### src/rtl/core/rws_pkg.sv
package rws_pkg;

  localparam int unsigned POP_DEPTH_DEF    = 256;
  localparam int unsigned FITNESS_BITS_DEF = 32;
  localparam int unsigned RANDOM_BITS_DEF  = 16;

  localparam int unsigned TOTAL_W   = 40;
  localparam int unsigned FIT_IN_W  = 32;
  localparam int unsigned RAND_IN_W = 17;
  localparam int unsigned IDX_OUT_W = 8;
  localparam int unsigned CNT_OUT_W = 9;
  localparam int unsigned FIT_OUT_W = 32;
  localparam int unsigned STAT_W    = 2;

  localparam int unsigned IN_TDATA_W  = 56;
  localparam int unsigned IN_TUSER_W  = 2;
  localparam int unsigned OUT_TDATA_W = 136;
  localparam int unsigned OUT_TUSER_W = STAT_W;

  // output tdata field offsets
  localparam int unsigned SEL_LSB   = 0;
  localparam int unsigned CNT_LSB   = SEL_LSB + IDX_OUT_W;
  localparam int unsigned TOT_LSB   = CNT_LSB + CNT_OUT_W;
  localparam int unsigned MAX_LSB   = TOT_LSB + TOTAL_W;
  localparam int unsigned MIN_LSB   = MAX_LSB + FIT_OUT_W;
  localparam int unsigned BEST_LSB  = MIN_LSB + FIT_OUT_W;
  localparam int unsigned OUT_USED  = BEST_LSB + IDX_OUT_W;

  localparam logic OP_LOAD   = 1'b0;
  localparam logic OP_SELECT = 1'b1;

  localparam logic [STAT_W-1:0] STATUS_OK    = 2'd0;
  localparam logic [STAT_W-1:0] STATUS_EMPTY = 2'd1;
  localparam logic [STAT_W-1:0] STATUS_FULL  = 2'd2;
  localparam logic [STAT_W-1:0] STATUS_ZERO  = 2'd3;

  typedef struct packed {
    logic capture;
    logic load;
    logic sel_init;
    logic rd;
    logic step;
    logic emit;
  } rws_cmd_t;

  typedef struct packed {
    logic op_select;
    logic search_open;
  } rws_stat_t;

endpackage

### src/rtl/core/rws_ctrl.sv
module rws_ctrl (
  input  logic               clk_i,
  input  logic               rst_ni,
  input  logic               in_valid_i,
  output logic               in_ready_o,
  output logic               out_valid_o,
  input  logic               out_ready_i,
  input  rws_pkg::rws_stat_t stat_i,
  output rws_pkg::rws_cmd_t  cmd_o
);

  localparam logic [2:0] S_IDLE   = 3'd0;
  localparam logic [2:0] S_EXEC   = 3'd1;
  localparam logic [2:0] S_READ   = 3'd2;
  localparam logic [2:0] S_STEP   = 3'd3;
  localparam logic [2:0] S_FINISH = 3'd4;

  logic [2:0] state_q, state_d;
  logic       out_valid_q, out_valid_d;
  logic       slot_free;

  assign slot_free   = !out_valid_q || out_ready_i;
  assign in_ready_o  = (state_q == S_IDLE);
  assign out_valid_o = out_valid_q;

  always_comb begin
    state_d = state_q;
    cmd_o   = '0;
    case (state_q)
      S_IDLE: begin
        if (in_valid_i) begin
          cmd_o.capture = 1'b1;
          state_d       = S_EXEC;
        end
      end
      S_EXEC: begin
        if (stat_i.op_select) begin
          cmd_o.sel_init = 1'b1;
          state_d        = S_READ;
        end else begin
          cmd_o.load = 1'b1;
          state_d    = S_FINISH;
        end
      end
      S_READ: begin
        if (stat_i.search_open) begin
          cmd_o.rd = 1'b1;
          state_d  = S_STEP;
        end else begin
          state_d = S_FINISH;
        end
      end
      S_STEP: begin
        cmd_o.step = 1'b1;
        state_d    = S_READ;
      end
      S_FINISH: begin
        if (slot_free) begin
          cmd_o.emit = 1'b1;
          state_d    = S_IDLE;
        end
      end
      default: begin
        state_d = S_IDLE;
      end
    endcase
  end

  always_comb begin
    out_valid_d = out_valid_q;
    if (cmd_o.emit) begin
      out_valid_d = 1'b1;
    end else if (out_ready_i) begin
      out_valid_d = 1'b0;
    end
  end

  always_ff @(posedge clk_i or negedge rst_ni) begin
    if (!rst_ni) begin
      state_q     <= S_IDLE;
      out_valid_q <= 1'b0;
    end else begin
      state_q     <= state_d;
      out_valid_q <= out_valid_d;
    end
  end

endmodule

### config.mk
export PLATFORM = sky130hd
export DESIGN_NAME = rws_ctrl
export DESIGN_NICKNAME = d
export VERILOG_FILES = /design/src/rtl/core/rws_pkg.sv /design/src/rtl/core/rws_ctrl.sv
export SDC_FILE = /design/constraint.sdc
export NUM_CORES = 1
export LEC_CHECK = 0
export BUFFER_PORTS_ARGS = -buffer_cell sky130_fd_sc_hd__buf_2
export CORE_AREA = 3 3 40 42
export CTS_BUF_LIST = sky130_fd_sc_hd__clkbuf_4 sky130_fd_sc_hd__clkbuf_8 sky130_fd_sc_hd__clkbuf_16
export DETAILED_ROUTE_END_ITERATION = 10
export DIE_AREA = 0 0 43 45
export PLACE_DENSITY = 0.37
export SYNTH_ARGS = -nofsm -noshare
export SYNTH_HDL_FRONTEND = slang
export SYNTH_SLANG_ARGS = --single-unit
export TNS_END_PERCENT = 1
### constraint.sdc
create_clock -name clk_i -period 1.65 [get_ports clk_i]
set_input_delay 0.33 -clock clk_i [delete_from_list [all_inputs] [get_ports clk_i]]
set_output_delay 0.33 -clock clk_i [all_outputs]
set_load 0.005 [all_outputs]
## Word level (Yosys, flattened, before mapping)

Cells that the tools add are included.

- Register bits: 4
- Input bits: 6
- Output and inout port bits: 8

- Eq/ne operators: 6
- Mux-type cells: 17
- Reduce and logical (&&, ||, !) cells: 5

Operators by type and width:

| kind | number |
|---|---|
| one-hot mux 3 bit (5 select lines) | 1 |
| two-way mux 3 bit | 4 |
| two-way mux 1 bit | 11 |
| equality test 3 x 2 -> 1 bit (second input constant) | 2 |
| inequality test 2 bit (second input constant) | 2 |
| equality test 3 x 1 -> 1 bit (second input constant) | 1 |
| equality test 3 bit (second input constant) | 1 |
| logical NOT 3 bit | 1 |
| two-way mux 2 bit | 1 |
| AND reduction 2 bit | 1 |
| nonzero test 2 bit | 1 |
| logical NOT 1 bit | 1 |
| logical OR 1 bit | 1 |

## Logic depth before layout (Yosys ltp)

- Depth in word-level cells: 5
- Mapped depth: 3

## Worst setup path after synthesis

No wires, ideal clock.

- Path kind: reg2out
- Start point: register state_q[0]
- End point: output port cmd_o[0] in the netlist's numbering
- Arrival: 1.019 ns
- Data required time: 1.320 ns
- Slack: 0.301 ns
- Cell stages (with the launch flop): 4
- Buffers on the path: 1
- Path through: dfrtp_1 > or3b_1 > a21oi_1 > buf_4

RTL lines:

| what | line | RTL |
|---|---|---|
| start: declaration | rws_ctrl.sv:18 | `logic [2:0] state_q, state_d;` |
| start signal: assignment | rws_ctrl.sv:83 | `state_q <= state_d;` |
| end: declaration | rws_ctrl.sv:9 | `output rws_pkg::rws_cmd_t cmd_o` |

==> flow_summary.yaml <==
status:
  status: "completed"
timing:
  period_share: 0.978
  whs_ns: 0.332
  layout_min_cycle_time_ns: 1.61
  fmax_mhz: 620
  tightest_slew_ns: 0.283
  slew_headroom: 0.809
  hold_viol: 0
  skew_ns: 0.00238
  rsz0062_at_grt: "true"
  maxSlewViolCount: 0
  worst_slack_ns: 0.0360
  tns_ns: 0
  setup_viol: 0
cts:
  cts_setup_buffers: 0
  clock_latency_ns: 0.23
  cts_tree: "yes"
  clockBufferDepth: 2
  cts_root_buf: "clkbuf_4"
  numCtsBuffers: 3
  clock-sinks: 4
  cts.clk_slew.worst_paths_ns: 0.03
  cts_max_level: 1
placement:
  port_buffers: 13
  placed_cell_area_um2: 318
  dpl_worst_slack_ns: 0.256
  gp_congestion: 0.621
  dpl.hpwl_um: 455
synth:
  async_flop_share: 1.00
  netlist_area_um2: 241
  synth_nets: 30
  yosysMostFrequentCell: "dfrtp_1"
  ys.flop_type: "dfrtp_1"
  synth.distinct_cells: 15
  synth_cells: 24
  yosysTopAreaCell: "dfrtp_1"
  yosys-top-cells-count: "dfrtp_1 (4), and2_1 (3), inv_1 (3), a211o_1 (2), nor4b_1 (2)"
  synth_edf_count: 0
  yosysWarnings: 0
  synth.avg_cell_area_um2: 10.1
  yosysTopAreaCellShare: 0.415
  synth_seq_cells: 4
  ys_seq_area_frac: 0.415
  synth_area_leaders: "dfrtp_1 (41%), and2_1 (7.8%), a211o_1 (7.3%)"
floorplan:
  core_area_mm2: 0.00128
  start_util: 0.188
  die_w_um: 43
  rows: 13
  die_area_mm2: 0.00194
  top_level_ports: 14
  die_h_um: 45
setup_path:
  crit_type: "reg -> out"
  cp-start-kind: "register"
  crit_path_top_delay_cell: "dfrtp_2"
  crit_arrival_ns: 1.28
  critPathMaxFanout: 8
  worst-path-buf-inv: 1
  required_ns: 1.32
  critPathMaxStageDelay_ns: 0.43
  critical-path-top-delay-family: "flip-flops"
  end_kind: "output pin"
  worstPathCellList: "or3b_4, a21oi_2, buf_2"
job:
  drv_cap: 0
power_and_ir_drop:
  power_uw: 593
  netSwitchingFraction: 0.353
  vdd_drop_max_mv: 0.470
  seqPwrFrac: 0.368
  p_clk_frac: 0.195
  combPwrFrac: 0.437
  p_switching_uw: 209
  internal_power_uw: 384
  leakagePower_uw: 0.000194
  p_per_area_mw_per_mm2: 1620
route:
  ant_nets: 0
  vias_per_cell: 4.33
  vias: 238
  firstDrtPassIters: 3
  wl_per_cell_um: 9.71
  initialDrtViolationCount: 2
  route.detailed.drc: 0
  wirelength_um: 534
grt:
  overflow: 0
  track_usage: 0.0627
  antenna_found_initial: 0
  grt_pass1_wl_um: 848
  grt_pass1_vias: 222
  grt_max_degree: 9
cells_and_area:
  area_delta_synth_final_pct: 51.8
  finalNetCount: 48
  num_antenna_cells: 0
  fillCellCount: 142
  drive_gt1_frac: 0.600
  final_area_um2: 367
min_path:
  hp-class: "in -> reg"
layout by cell type, fill, tap and decap left out:
master and count:
a211o_1 2, a21oi_2 1, a22o_1 1, and2_1 3, and3b_2 1, and4bb_2 1, buf_2 13, clkbuf_4 3
dfrtp_1 1, dfrtp_2 3, dlygate4sd3_1 1, inv_1 3, nor2_1 1, nor3_1 1, nor4b_1 1, nor4b_2 1
nor4bb_1 1, o21ai_0 1, or3b_4 1
power groups by stage:
| stage | registers, uW | clock network [uW] | logic, uW |
|---|---|---|---|
| 2_1_floorplan | 192 | 0 | 161 |
| 3_3_place_gp | 204 | 0 | 255 |
| 3_5_place_dp | 204 | 0 | 250 |
| 4_1_cts | 204 | 121 | 252 |
| 5_1_grt | 228 | 131 | 290 |
| 6_report | 218 | 116 | 259 |
through the flow:
step / instances / utilization
floorplan: 24 / -
global placement: 51 / 0.247
detailed placement: 51 / 0.247
CTS: 55 / 0.273
global route: 55 / 0.285
finish: 55 / 0.285
final cells by class:
cell class	count	area, um^2	share of cell area
Timing Repair Buffer	14	75.1	0.205
Clock buffer	3	22.5	0.0614
Multi-Input combinational cell	16	135	0.369
Tap cell	15	18.8	0.0512
Sequential cell	4	104	0.283
Inverter	3	11.3	0.0307
worst reg2reg max path: cells and delay by family (launching register included):
family | cells | cell delay [ns]
AOI/OAI and AO/OA | 1 | 0.27
DFF | 1 | 0.43
and+or+nand+nor | 1 | 0.25
state kept, by name, indices dropped and copies added (netlist names):
register,cells
state_q,3
out_valid_o,1
per-layer routing:
metal | track usage | share of wire | vias up
li1 | - | - | 119
met1 | 0.0608 | 0.41 | 113
met2 | 0.0898 | 0.50 | 6
met3 | 0.0438 | 0.082 | 0
met4 | 0.0542 | 0 | 0
met5 | 0 | 0 | -
what timing repair did:
action,CTS,global route
hold buffers,1,0
endpoints found under the hold margin,4,0
resized for setup,0,6
setup endpoints to repair,0,2
worst paths after layout:
check                      depth (start not counted)  slack, ns          end   startpoint
min                                                2       0.33   state_q[0]   in_valid_i
min in group asynchronous                          2       0.43  out_valid_o       rst_ni
max                                                3       0.04     cmd_o[0]   state_q[0]
min reg2reg                                        2       0.58  out_valid_o  out_valid_o
max in group asynchronous                          2       1.09   state_q[0]       rst_ni
max reg2reg                                        2       0.57   state_q[1]   state_q[0]
cells by family (layout without fill, tap and decap cells):
kind of cell           after synthesis  after routing  share of synthesized area
AO/OA/AOI/OAI                        5              5                      0.150
buffers and inverters                4             20                     0.0777
flip-flops                           4              4                      0.415
AND/OR/NAND/NOR                     11             11                      0.358
(Power assumes the default switching activity.)
